$ cat src/rtl/pec_pkg.sv
`timescale 1ns / 1ps
`default_nettype none

package pec_pkg;

    // job queue between front and back
    localparam int JOB_FIFO_DEPTH = 4;
    localparam int JOB_PTR_W      = $clog2(JOB_FIFO_DEPTH);
    localparam int JOB_CNT_W      = $clog2(JOB_FIFO_DEPTH + 1);

    // characters
    localparam logic [7:0] CH_MINUS   = 8'h2D;
    localparam logic [7:0] CH_UNDER   = 8'h5F;
    localparam logic [7:0] CH_DOT     = 8'h2E;
    localparam logic [7:0] CH_TILDE   = 8'h7E;
    localparam logic [7:0] CH_SPACE   = 8'h20;
    localparam logic [7:0] CH_PLUS    = 8'h2B;
    localparam logic [7:0] CH_PERCENT = 8'h25;

    typedef enum logic [1:0] {
        ERR_NONE     = 2'd0,
        ERR_BAD_CHAR = 2'd1,
        ERR_OPEN_END = 2'd2
    } err_code_t;

    typedef enum logic [1:0] {
        ESC_IDLE = 2'd0,
        ESC_HIGH = 2'd1,
        ESC_LOW  = 2'd2
    } esc_phase_t;

    typedef enum logic {
        JOB_SINGLE = 1'b0,   // one result word
        JOB_TRIPLE = 1'b1    // '%' plus two hex digits
    } job_kind_t;

    typedef struct packed {
        job_kind_t  kind;
        logic [7:0] data;
        err_code_t  err;
        logic       last;
    } job_t;

    typedef struct packed {
        logic       valid;
        logic [5:0] value;
    } digit_t;

    function automatic digit_t digit_value(input logic [7:0] c);
        digit_t d;
        d.valid = 1'b1;
        d.value = 6'd0;
        if (c >= 8'h41 && c <= 8'h5A)
            d.value = 6'(c - 8'h41) + 6'd10;
        else if (c >= 8'h61 && c <= 8'h7A)
            d.value = 6'(c - 8'h61) + 6'd10;
        else if (c >= 8'h30 && c <= 8'h39)
            d.value = 6'(c - 8'h30);
        else
            d.valid = 1'b0;
        return d;
    endfunction

    function automatic logic [7:0] hex_char(input logic [3:0] nib);
        return (nib > 4'd9) ? ({4'h0, nib} + 8'd55) : ({4'h0, nib} + 8'd48);
    endfunction

    function automatic logic passes_plain(input logic [7:0] c);
        return (c >= 8'h41 && c <= 8'h5A) || (c >= 8'h61 && c <= 8'h7A) ||
               (c >= 8'h30 && c <= 8'h39) || c == CH_MINUS || c == CH_UNDER ||
               c == CH_DOT || c == CH_TILDE;
    endfunction

endpackage

`default_nettype wire

$ cat src/rtl/pec_front.sv
`timescale 1ns / 1ps
`default_nettype none

module pec_front (
    input  wire logic          clk,
    input  wire logic          rst_n,
    input  wire logic          accept,
    input  wire logic [7:0]    in_byte,
    input  wire logic          string_last,
    input  wire logic          direction,
    input  wire logic          dir_write,
    output logic               job_push,
    output pec_pkg::job_t      job
);
    import pec_pkg::*;

    esc_phase_t esc_reg, esc_next;
    logic [5:0] high_reg, high_next;
    digit_t     dig;
    logic       in_esc;

    assign dig    = digit_value(in_byte);
    assign in_esc = (esc_reg == ESC_HIGH) || (esc_reg == ESC_LOW);

    // next escape state
    always_comb
    begin
        esc_next  = esc_reg;
        high_next = high_reg;
        if (dir_write)
        begin
            esc_next  = ESC_IDLE;
            high_next = 6'd0;
        end
        else if (accept && direction)
        begin
            case (esc_reg)
                ESC_HIGH:
                begin
                    if (dig.valid)
                    begin
                        high_next = dig.value;
                        esc_next  = ESC_LOW;
                    end
                    else
                        esc_next = ESC_IDLE;
                end
                ESC_LOW:
                    esc_next = ESC_IDLE;
                default:
                    esc_next = (in_byte == CH_PERCENT) ? ESC_HIGH : ESC_IDLE;
            endcase
            if (string_last)
            begin
                esc_next  = ESC_IDLE;
                high_next = 6'd0;
            end
        end
    end

    // classify into a job
    always_comb
    begin
        job.kind = JOB_SINGLE;
        job.data = in_byte;
        job.err  = ERR_NONE;
        job.last = string_last;
        job_push = accept;
        if (!direction)
        begin
            if (passes_plain(in_byte))
                job.data = in_byte;
            else if (in_byte == CH_SPACE)
                job.data = CH_PLUS;
            else
                job.kind = JOB_TRIPLE;
        end
        else if (in_esc)
        begin
            if (!dig.valid)
            begin
                job.data = 8'd0;
                job.err  = ERR_BAD_CHAR;
            end
            else if (esc_reg == ESC_HIGH)
            begin
                job.data = 8'd0;
                job.err  = ERR_OPEN_END;
                job_push = accept && string_last;
            end
            else
                job.data = {high_reg[3:0], 4'h0} + {2'b00, dig.value};
        end
        else if (in_byte == CH_PLUS)
            job.data = CH_SPACE;
        else if (in_byte == CH_PERCENT)
        begin
            job.data = 8'd0;
            job.err  = ERR_OPEN_END;
            job_push = accept && string_last;
        end
    end

    always_ff @(posedge clk or negedge rst_n)
    begin
        if (!rst_n)
        begin
            esc_reg  <= ESC_IDLE;
            high_reg <= 6'd0;
        end
        else
        begin
            esc_reg  <= esc_next;
            high_reg <= high_next;
        end
    end

endmodule

`default_nettype wire

$ cat src/rtl/pec_job_fifo.sv
`timescale 1ns / 1ps
`default_nettype none

module pec_job_fifo (
    input  wire logic          clk,
    input  wire logic          rst_n,
    input  wire logic          wr_en,
    input  wire pec_pkg::job_t wr_job,
    output logic               full,
    input  wire logic          rd_en,
    output pec_pkg::job_t      rd_job,
    output logic               empty
);
    import pec_pkg::*;

    job_t                 slot_reg [JOB_FIFO_DEPTH];
    logic [JOB_PTR_W-1:0] wr_ptr_reg, rd_ptr_reg;
    logic [JOB_CNT_W-1:0] cnt_reg, cnt_next;
    logic                 do_wr, do_rd;

    assign full   = (cnt_reg == JOB_CNT_W'(JOB_FIFO_DEPTH));
    assign empty  = (cnt_reg == '0);
    assign do_wr  = wr_en && !full;
    assign do_rd  = rd_en && !empty;
    assign rd_job = slot_reg[rd_ptr_reg];

    always_comb
    begin
        cnt_next = cnt_reg;
        if (do_wr && !do_rd)
            cnt_next = cnt_reg + 1'b1;
        else if (do_rd && !do_wr)
            cnt_next = cnt_reg - 1'b1;
    end

    always_ff @(posedge clk)
    begin
        if (do_wr)
            slot_reg[wr_ptr_reg] <= wr_job;
    end

    always_ff @(posedge clk or negedge rst_n)
    begin
        if (!rst_n)
        begin
            wr_ptr_reg <= '0;
            rd_ptr_reg <= '0;
            cnt_reg    <= '0;
        end
        else
        begin
            if (do_wr)
                wr_ptr_reg <= (wr_ptr_reg == JOB_PTR_W'(JOB_FIFO_DEPTH - 1)) ?
                              '0 : wr_ptr_reg + 1'b1;
            if (do_rd)
                rd_ptr_reg <= (rd_ptr_reg == JOB_PTR_W'(JOB_FIFO_DEPTH - 1)) ?
                              '0 : rd_ptr_reg + 1'b1;
            cnt_reg <= cnt_next;
        end
    end

endmodule

`default_nettype wire

$ cat src/rtl/pec_back.sv
`timescale 1ns / 1ps
`default_nettype none

module pec_back (
    input  wire logic          clk,
    input  wire logic          rst_n,
    input  wire pec_pkg::job_t head_job,
    input  wire logic          head_empty,
    output logic               head_pop,
    output logic               empty,
    input  wire logic          pop,
    output logic [7:0]         out_byte,
    output logic               run_last,
    output logic               string_end,
    output logic [1:0]         fault_code
);
    import pec_pkg::*;

    job_t       cur_reg;
    logic       cur_valid_reg;
    logic [1:0] idx_reg;
    logic       out_valid_reg;
    logic [7:0] byte_reg;
    logic       run_last_reg, str_end_reg;
    err_code_t  err_reg;

    logic       advance, cur_final, load;
    logic [7:0] piece;

    assign cur_final = (cur_reg.kind == JOB_SINGLE) || (idx_reg == 2'd2);
    assign advance   = cur_valid_reg && (!out_valid_reg || pop);
    assign load      = !cur_valid_reg || (advance && cur_final);
    assign head_pop  = load && !head_empty;

    always_comb
    begin
        piece = cur_reg.data;
        if (cur_reg.kind == JOB_TRIPLE)
        begin
            case (idx_reg)
                2'd0:    piece = CH_PERCENT;
                2'd1:    piece = hex_char(cur_reg.data[7:4]);
                default: piece = hex_char(cur_reg.data[3:0]);
            endcase
        end
    end

    always_ff @(posedge clk)
    begin
        if (head_pop)
            cur_reg <= head_job;
        if (advance)
        begin
            byte_reg     <= piece;
            run_last_reg <= cur_final;
            str_end_reg  <= cur_final && cur_reg.last;
            err_reg      <= cur_reg.err;
        end
    end

    always_ff @(posedge clk or negedge rst_n)
    begin
        if (!rst_n)
        begin
            cur_valid_reg <= 1'b0;
            idx_reg       <= 2'd0;
            out_valid_reg <= 1'b0;
        end
        else
        begin
            if (load)
            begin
                cur_valid_reg <= !head_empty;
                idx_reg       <= 2'd0;
            end
            else if (advance)
                idx_reg <= idx_reg + 2'd1;
            if (advance)
                out_valid_reg <= 1'b1;
            else if (pop)
                out_valid_reg <= 1'b0;
        end
    end

    assign empty      = !out_valid_reg;
    assign out_byte   = byte_reg;
    assign run_last   = run_last_reg;
    assign string_end = str_end_reg;
    assign fault_code = err_reg;

endmodule

`default_nettype wire

$ cat src/rtl/percent_encoding_codec.sv
`timescale 1ns / 1ps
`default_nettype none

// Channel  | Ports                                        | Handshake
// ---------+----------------------------------------------+---------------------------
// input    | in_byte[7:0], string_last                    | push, taken when !full
// result   | out_byte[7:0], run_last, string_end,         | word shown while !empty,
//          | fault_code[1:0]                              | taken on pop
// config   | direction                                    | direction_we, no wait
//
// The back end emits one result word per cycle while results are popped, so an
// encoded escape gives three result words and any other word at most one (output port bound).
// Before it is shown, a result word passes the job queue, the job register and
// the output register.
// rst_n clears the escape state, the job queue and the output valid flag.
// A 4-deep job queue lets the input side keep taking words while results stall.

module percent_encoding_codec (
    input  wire logic       clk,
    input  wire logic       rst_n,
    // input word
    input  wire logic       push,
    output logic            full,
    input  wire logic [7:0] in_byte,
    input  wire logic       string_last,
    // result word
    output logic            empty,
    input  wire logic       pop,
    output logic [7:0]      out_byte,
    output logic            run_last,
    output logic            string_end,
    output logic [1:0]      fault_code,
    // configuration
    input  wire logic       direction_we,
    input  wire logic       direction
);
    import pec_pkg::*;

    logic direction_reg;
    logic accept;
    logic job_push;
    job_t front_job;
    job_t head_job;
    logic head_empty;
    logic head_pop;

    // 0 encodes, 1 decodes
    always_ff @(posedge clk or negedge rst_n)
    begin
        if (!rst_n)
            direction_reg <= 1'b0;
        else if (direction_we)
            direction_reg <= direction;
    end

    assign accept = push && !full;

    // front: classify the byte, track the escape, queue a job when it yields output
    pec_front u_front (
        .clk         (clk),
        .rst_n       (rst_n),
        .accept      (accept),
        .in_byte     (in_byte),
        .string_last (string_last),
        .direction   (direction_reg),
        .dir_write   (direction_we),
        .job_push    (job_push),
        .job         (front_job)
    );

    // full reflects the queue only; a word that yields no job still needs a slot free
    pec_job_fifo u_fifo (
        .clk    (clk),
        .rst_n  (rst_n),
        .wr_en  (job_push),
        .wr_job (front_job),
        .full   (full),
        .rd_en  (head_pop),
        .rd_job (head_job),
        .empty  (head_empty)
    );

    // back: expand jobs into one result word per cycle while results are popped
    pec_back u_back (
        .clk        (clk),
        .rst_n      (rst_n),
        .head_job   (head_job),
        .head_empty (head_empty),
        .head_pop   (head_pop),
        .empty      (empty),
        .pop        (pop),
        .out_byte   (out_byte),
        .run_last   (run_last),
        .string_end (string_end),
        .fault_code (fault_code)
    );

endmodule

`default_nettype wire

$ cat config.mk
export PLATFORM = sky130hd
export DESIGN_NAME = percent_encoding_codec
export DESIGN_NICKNAME = d
export VERILOG_FILES = /design/src/rtl/pec_pkg.sv /design/src/rtl/pec_front.sv /design/src/rtl/pec_job_fifo.sv /design/src/rtl/pec_back.sv /design/src/rtl/percent_encoding_codec.sv
export SDC_FILE = /design/constraint.sdc
export NUM_CORES = 1
export LEC_CHECK = 0
export ABC_AREA = 1
export BUFFER_PORTS_ARGS = -buffer_cell sky130_fd_sc_hd__buf_2
export CAP_MARGIN = 20
export CORE_MARGIN = 2
export CORE_UTILIZATION = 36
export CTS_CLUSTER_DIAMETER = 150
export DETAILED_ROUTE_END_ITERATION = 6
export PLACE_DENSITY = 0.53
export REMOVE_ABC_BUFFERS = 1
export SLEW_MARGIN = 20
export SYNTH_ARGS = -nofsm -noshare
export SYNTH_HDL_FRONTEND = slang
export SYNTH_HIERARCHICAL = 1
export SYNTH_SLANG_ARGS = --single-unit
$ cat constraint.sdc
create_clock -name clk -period 2.8 [get_ports clk]
set_input_delay 0.28 -clock clk [delete_from_list [all_inputs] [get_ports clk]]
set_output_delay 0.28 -clock clk [all_outputs]
set_load 0.02 [all_outputs]
==> metrics.cfg, run 1 <==
[timing]
timing_worst_slew_pin_value_ps=909
timing_max_transition_violations_final=0
setup_total_negative_slack_ps=0
hold_viol=0
grt_setup_unrepaired=false
report.final.setup_viol=0
hold-worst-slack_ps=161
max_clock_freq_mhz=396
timing.max_slew.rel_slack_pct=39.2
final.period_utilization_pct=90.2
min_cycle_time_layout_ps=2530
worst_clock_skew_ps=6.50

[setup_path]
critical_path.slowest_cell=fa_1
critPathMostFrequentCell=nand2_1
cp_data_required_time_ps=2870
setup.worst_path.class=input port to register
r2r_slack_ps=310
cp_slowest_stage_delay_ps=460
critPathLaunchType=input port
timing.critical_path.cells=buf_2 -> inv_1 -> ha_1 -> nand3_1 -> o21ai_1 -> nand2_1 -> nand2_4 -> nand2_2 -> nand2_1 -> nor2_1 -> a21oi_1 -> ha_1 -> inv_1 -> fa_1 -> nand3b_1 -> nand2_1 -> nand2_1 -> nand2_1
crit_path_end_kind=register
cp_data_arrival_time_ps=2600
path_max_fanout=7

[placement]
place.gp.congestion=0.900
port_buffers=28
place_inst=759
detailedPlacementHpwl_mm=7.25

[pwr]
total_leakage_power_uw=0.00261
power.share.sequential_pct=43.3
internal-power_uw=3340
power_frac_clock_pct=20.5
p_sw_uw=1990
comb_power_share_pct=36.2
post-layout-total-power_uw=5330
ir_drop_mv=0.308
power.density_cell_area_nw_per_um2=928
power.switching_fraction_pct=37.4

[synthesis]
synthDominantAreaCellType=edfxtp_1
portion_of_the_post_synthesis_area_used_by_sequential_elements_pct=51.9
prevailing_post_synth_register_cell=edfxtp_1
synth_area_per_cell_sq_um=9.21
yosys_register_bits=90
postSynthCellCount=546
syn-cell-area_sq_um=5030
proportion_of_register_bits_with_asynchronous_set_or_reset_after_synthesis_pct=20.0
synth_top_cell_area_share_pct=43.0
yosysMostFrequentCell=nand2_1
synth_area_leaders=edfxtp_1, nand2_1, dfrtp_1
yosys_warnings=6
top_cell_types_by_occurrence_after_synthesis=nand2_1, inv_1, edfxtp_1
yosys.cell_types.count=39
synth_edf_count=72

[cells_and_area]
drive_gt1_share_pct=15.6
multi_input_area_sq_um=1940
number_of_nets_in_the_final_layout=634
max_ffs_per_register=48
synthToLayoutAreaGrowth_pct=14.1
fillCellCount=1381
seq_area_sq_um=2610
antenna_cells_inserted=0
final_cells=776

[clocking]
cts.repair.resized=0
ctsHtreeMaxLevel=3
clockRootBuffer=clkbuf_16
clk_latency_ps=330
clock-sinks=90
cts_inserted_buffers=9
cts_max_path_buffers=2
tritoncts_clock_tree=yes
path_clk_slew_ps=60

[floorplan]
core_area_sq_um=13800
dieArea_sq_um=14900
floorplan.rows=43
start_util_pct=36.5
die_x_um=122
floorplan.die.height_um=122
ioPinCount=29

[flow_run]
max_cap_viol_count=0

[routing]
first_iter_violations=318
post_drt_via_cell_ratio=4.66
wirelength_mm=9.88
dr_total_vias=3614
drt-wirelength-per-cell_um=12.7
drcViolationCount=0
drtPass1Iterations=5
antenna_left=0

[outcome]
run_status=finished clean

[global_routing]
grt_start_max_net_pins=41
grtUsageTotal_pct=14.5
first_pass_grt_wire_length_mm=16.9
number_of_antenna_violations_at_the_first_check_in_global_routing=0
first_global_vias=3586
grt-ovfl-total=0

[min_path]
min_path_type=input port to register

[cell families after synthesis]
kind of cell | share of synthesized area [%]
simple gates | 21.1
buf+inv | 9.50
flops | 51.9
compound gates | 9.20
fa+ha+maj | 7.26
xor+xnor | 1.04
[worst max-delay path: cells and delay by family]
kind                     cells  cell delay [ps]
buffers and inverters        3              380
adder cells (fa/ha/maj)      3              850
AO/OA/AOI/OAI                2              300
AND/OR/NAND/NOR             10              810
[layer usage]
layer / wire (um) / GRT usage (%) / part of all wire, %
met5: 0 / 0 / 0
met4: 113 / 4.67 / 1.1
met3: 324 / 3.53 / 3.3
met2: 4930 / 26.0 / 50
met1: 4510 / 17.1 / 46
[power groups by stage]
stage                     Combinational (uW)  Sequential [uW]  Clock (uW)
after floorplan                         1210             2400           0
after global placement                  1890             2330           0
after detailed placement                1930             2340           0
after CTS                               1940             2310        1130
after global routing                    2210             2380        1190
final                                   1930             2310        1090
[metrics by stage]
step | util (%) | worst slack, ps | area, sq um
after floorplan | - | 104 | 4920
after global placement | 39.6 | 8.49 | 5460
after detailed placement | 39.6 | -69.7 | 5460
after CTS | 41.7 | 298 | 5740
after global routing | 41.7 | 71.9 | 5740
final | 41.7 | 274 | 5740
[worst paths after layout]
kind,startpoint,end,cells after the start
hold reg to reg,u_back/cur_reg[1],u_back/fault_code[0],0
hold / removal,direction,direction_reg,3
max in group asynchronous,rst_n,u_fifo/rd_ptr_reg[0],2
setup / recovery,in_byte[5],u_fifo/slot_reg[3][8],18
setup reg to reg,u_front/esc_reg[0],u_fifo/cnt_reg[2],15
min in group asynchronous,rst_n,u_front/high_reg[0],2
[layout make-up]
class	count	share of cell area, %
Clock buffer	10	3.99
Clock inverter	6	0.697
Inverter	97	6.34
Multi-Input combinational cell	347	33.8
Sequential cell	90	45.5
Tap cell	180	3.92
Timing Repair Buffer	46	5.71
[cell usage in the layout (no fill, tap or decap), drive strengths merged]
cell type and instances:
o21a 1, inv 98, o211ai 24, a21oi 9
clkbuf 10, buf 45, clkinv 4, xor2 3
dlygate4sd3 1, a31oi 2, o21ai 30, nor2 43
ha 26, fa 2, nand3 33, dfrtp 18
nand3b 2, o22ai 3, a211oi 1, nand2 151
edfxtp 72, nor3 4, clkinvlp 1, or2 2
xnor2 3, nand4 7, a32o 1
[timing repair]
item | 4_1_cts | 5_1_grt
hold buffers | 1 | 0
endpoints found under the hold margin | 18 | 0
setup buffers | 0 | 0
(Power assumes the default switching activity.)
==> inputs of run 2 (changes only) <==
- CORE_ASPECT_RATIO: default -> 0.5
==> metrics.cfg, run 2 (synthesized netlist as in run 1, its figures left out) <==
[setup_path]
path_max_fanout=6
critPathLaunchType=input port
reg2regPathDepth=13
r2r_slack_ps=360
cp_data_arrival_time_ps=2590
setup.worst_path.class=input port to register
regToRegStartpoint=u_front/esc_reg[0]
crit_path_end_kind=register
r2r-end=u_fifo/cnt_reg[1]
cp_data_required_time_ps=2870

[routing]
wirelength_mm=10.0
drtPass1Iterations=5
drcViolationCount=0
dr_total_vias=3648
post_drt_via_cell_ratio=4.61
drt-wirelength-per-cell_um=12.6
first_iter_violations=335
antenna_left=0

[outcome]
run_status=finished clean

[global_routing]
first_pass_grt_wire_length_mm=17.1
first_global_vias=3462
grtUsageTotal_pct=14.8
grt_start_max_net_pins=52
number_of_antenna_violations_at_the_first_check_in_global_routing=0
grt-ovfl-total=0

[floorplan]
die_x_um=171
dieArea_sq_um=15000
floorplan.die.height_um=87.6
core_area_sq_um=13600
floorplan.rows=30
ioPinCount=29
start_util_pct=37.0

[placement]
detailedPlacementHpwl_mm=7.41
placed_cell_area_sq_um=5470
place_inst=775
place.gp.congestion=0.891
port_buffers=28

[cells_and_area]
max_ffs_per_register=48
antenna_cells_inserted=0
final_cells=792
drive_gt1_share_pct=16.3
synthToLayoutAreaGrowth_pct=15.1
most_frequent_cells_in_the_layout=nand2_1, inv_1, edfxtp_1
commonest_non_fill_non_tap_cell_in_the_layout=nand2_1
number_of_nets_in_the_final_layout=638
layout.cell_area.non_filler_sq_um=5790

[timing]
max_clock_freq_mhz=397
timing_worst_slew_pin_value_ps=899
timing_max_transition_violations_final=0
setup_total_negative_slack_ps=0
min_cycle_time_layout_ps=2520
hold_viol=0
timing.max_slew.rel_slack_pct=39.8
grt_setup_unrepaired=false
final.period_utilization_pct=89.9
worst_clock_skew_ps=8.63
report.final.setup_viol=0

[pwr]
power.density_cell_area_nw_per_um2=939
ir_drop_mv=0.341
total_leakage_power_uw=0.00264

[clocking]
cts_max_path_buffers=2
path_clk_slew_ps=60
ctsHtreeMaxLevel=3
tritoncts_clock_tree=yes
cts_inserted_buffers=9
clk_latency_ps=340
clockRootBuffer=clkbuf_16
cts_setup_buffers=0
clock-sinks=90

[min_path]
min_path_type=input port to register
hold_path_startpoint=direction
hold_depth=3
holdPathEnd=direction_reg

[flow_run]
max_cap_viol_count=0

## run 2: layout make-up
class | count | area, sq um
Multi-Input combinational cell | 347 | 1940
Fill cell | 1362 | 7800
Timing Repair Buffer | 50 | 320
Tap cell | 192 | 240
Clock buffer | 9 | 225
Inverter | 97 | 364
Sequential cell | 90 | 2610
Clock inverter | 7 | 82.6
## run 2: through the flow
stage | utilization, % | power, uW | hold slack, ps | setup slack, ps
2_1_floorplan | - | 3610 | -15.6 | 104
3_3_place_gp | 40.2 | 4220 | 255 | -8.50
3_5_place_dp | 40.2 | 4250 | 255 | -28.6
4_1_cts | 42.6 | 5510 | 129 | 322
5_1_grt | 42.6 | 5910 | 138 | 44.8
6_report | 42.6 | 5440 | 140 | 284
## run 2: worst max path at each step
stage | from | to | slack, ps | cells past startpoint
3_3_place_gp | in_byte[5] | u_fifo/slot_reg[2][8] | -9 | 18
5_1_grt | in_byte[4] | u_fifo/cnt_reg[1] | 40 | 17
3_5_place_dp | in_byte[5] | u_fifo/slot_reg[0][8] | -30 | 18
6_report | in_byte[5] | u_fifo/slot_reg[3][8] | 280 | 18
4_1_cts | u_front/esc_reg[0] | u_fifo/cnt_reg[2] | 320 | 15
2_1_floorplan | u_back/idx_reg[0] | u_fifo/cnt_reg[1] | 100 | 12
## run 2: layer usage
metal / wire length (um) / share of wire, % / GRT usage (%)
met2: 4390 / 44 / 24.0
met1: 4960 / 50 / 20.0
met5: 0 / 0 / 0
met4: 131 / 1.3 / 4.24
met3: 530 / 5.3 / 3.80
## run 2: critical path, cell delays in order
cell and delay, ps:
buf_2 110, inv_1 170, ha_1 180, nand3_1 90, o21ai_1 180, nand2_1 110
nand2_4 120, nand2_2 80, nand2_1 80, nor2_1 40, a21oi_1 130, ha_1 190
inv_1 60, fa_1 470, nand3b_1 100, nand2_1 50, nand2_1 50, nand2_1 100
## run 2: where the power goes
part           switching [uW]  internal, uW
Sequential                199          2020
Combinational            1290           683
Clock                     532           707
Total                    2020          3410
## run 2: what timing repair did
item,in CTS,in global routing
resized for setup,0,1
endpoints found under the hold margin,18,0
hold buffers,1,0
setup endpoints to repair,0,1
==> inputs of run 3 (changes only) <==
- PLACE_DENSITY: 0.53 -> 0.51
- clock period: 2.8 -> 2.53 ns (I/O delays scaled with it)
==> metrics.cfg, run 3 (synthesized netlist as in run 1, its figures left out) <==
[clocking]
cts_inserted_buffers=9
cts_setup_buffers=0
path_clk_slew_ps=60
clk_latency_ps=330
clock-sinks=90
cts_max_path_buffers=2
ctsHtreeMaxLevel=3
clockRootBuffer=clkbuf_16
tritoncts_clock_tree=yes

[pwr]
comb_power_share_pct=38.3
internal-power_uw=3740
power.density_cell_area_nw_per_um2=997
power.share.sequential_pct=41.0
power.switching_fraction_pct=37.4
p_sw_uw=2240
power_frac_clock_pct=20.8
ir_drop_mv=0.451
total_leakage_power_uw=0.00276
post-layout-total-power_uw=5980

[floorplan]
start_util_pct=37.0
core_area_sq_um=13600
ioPinCount=29
floorplan.rows=30
die_x_um=171
dieArea_sq_um=15000
floorplan.die.height_um=87.6

[timing]
max_clock_freq_mhz=431
setup_ws_ps=211
worst_clock_skew_ps=4.35
timing_worst_slew_pin_value_ps=909
timing_max_transition_violations_final=0
timing.max_slew.rel_slack_pct=39.2
hold_viol=0
grt_setup_unrepaired=false
setup_total_negative_slack_ps=0
min_cycle_time_layout_ps=2320
report.final.setup_viol=0
final.period_utilization_pct=91.6

[global_routing]
number_of_antenna_violations_at_the_first_check_in_global_routing=0
first_global_vias=3667
grt-ovfl-total=0
grtUsageTotal_pct=15.6
first_pass_grt_wire_length_mm=18.1
grt_start_max_net_pins=52

[setup_path]
critPathMostFrequentCell=nand2_1
crit_path_end_kind=register
path_max_fanout=4
setup.worst_path.class=input port to register
cp_data_arrival_time_ps=2390
timing.critical_path.cells=buf_2 -> inv_1 -> ha_1 -> inv_1 -> nor2_1 -> nand2_1 -> nand3_2 -> nand2_4 -> nand2_2 -> nand2_1 -> a21oi_1 -> ha_2 -> inv_1 -> fa_1 -> nand3b_1 -> nand2_1 -> nand2_1 -> nand2_2
cp_slowest_stage_delay_ps=480
cp_data_required_time_ps=2600
critPathLaunchType=input port
critical_path.slowest_cell=fa_1

[placement]
detailedPlacementHpwl_mm=8.14
port_buffers=28
placed_cell_area_sq_um=5680
place.gp.congestion=0.821
worst_setup_slack_before_clock_tree_synthesis_ps=-152

[routing]
drtPass1Iterations=4
post_drt_via_cell_ratio=4.56
first_iter_violations=225
drt-wirelength-per-cell_um=12.9
wirelength_mm=10.6
dr_total_vias=3736
antenna_left=0
drcViolationCount=0

[cells_and_area]
max_ffs_per_register=48
layout.cell_area.non_filler_sq_um=6000
drive_gt1_share_pct=21.5
most_frequent_cells_in_the_layout=nand2_1, inv_1, edfxtp_1
commonest_non_fill_non_tap_cell_in_the_layout=nand2_1
antenna_cells_inserted=0
number_of_nets_in_the_final_layout=666
synthToLayoutAreaGrowth_pct=19.3
fillCellCount=1362

[flow_run]
max_cap_viol_count=0

[outcome]
run_status=finished clean

[min_path]
min_path_type=input port to register

-- run 3: cell count changes in the layout (fill, tap and decap cells not counted), moves of 2 or more --
cell,before,now
buf_4,20,48
clkinv_2,0,3
inv_1,88,85
inv_2,8,11
clkinv_4,0,2
clkinvlp_4,2,0
ha_1,26,24
inv_6,3,1
nor2_1,38,36
nor2_2,4,6
-- run 3: cell type report --
cell class | instances | area (sq um) | area share [%]
multi-input combinational | 347 | 1970 | 32.9
timing repair buffer | 78 | 531 | 8.84
clock inverter | 6 | 41.3 | 0.688
tap | 192 | 240 | 4.00
clock buffer | 10 | 239 | 3.98
sequential | 90 | 2610 | 43.5
inverter | 97 | 364 | 6.07
-- run 3: through the flow --
stage               util [%]  cells  hold slack [ps]
floorplan                  -    534            -42.6
detailed placement      41.8    803              234
global placement        41.8    803              229
CTS                     43.9    820              107
finish                  44.2    820              120
global route            44.2    820              125
-- run 3: path summary, 6_finish.rpt --
path,startpoint,to,slack (ps),depth (start not counted)
worst max-delay path,in_byte[1],u_fifo/slot_reg[0][8],210,18
worst min-delay path,direction,direction_reg,120,3
worst max register to register,u_front/esc_reg[0],u_fifo/cnt_reg[2],220,15
worst min register to register,u_back/cur_reg[2],u_back/fault_code[1],430,0
max in group asynchronous,rst_n,u_back/idx_reg[1],1830,2
min in group asynchronous,rst_n,u_front/high_reg[0],400,2
-- run 3: routing by layer --
| layer | share of wire (%) | wire length, um | track usage (%) | vias to the layer above |
|---|---|---|---|---|
| li1 | - | - | - | 1948 |
| met1 | 50 | 5300 | 20.3 | 1724 |
| met2 | 47 | 4950 | 26.9 | 56 |
| met3 | 2.8 | 299 | 3.62 | 8 |
| met4 | 0.50 | 53 | 3.16 | 0 |
| met5 | 0 | 0 | 0 | - |
-- run 3: timing repair --
item,in CTS,in global routing
hold endpoints to repair,18,0
gates resized for setup,0,10
hold buffers,1,0
endpoints found under the setup margin,0,10
-- run 3: power groups by stage --
stage	combinational (uW)	clock [uW]	sequential (uW)
2_1_floorplan	1340	0	2650
3_3_place_gp	2250	0	2470
3_5_place_dp	2300	0	2490
4_1_cts	2310	1290	2460
5_1_grt	2650	1340	2510
6_report	2290	1240	2450
-- run 3: critical path: cells and delay by family --
family | cells | cell delay [ps]
AO/OA/AOI/OAI | 1 | 160
AND/OR/NAND/NOR | 10 | 800
buffers and inverters | 4 | 290
adder cells (fa/ha/maj) | 3 | 870
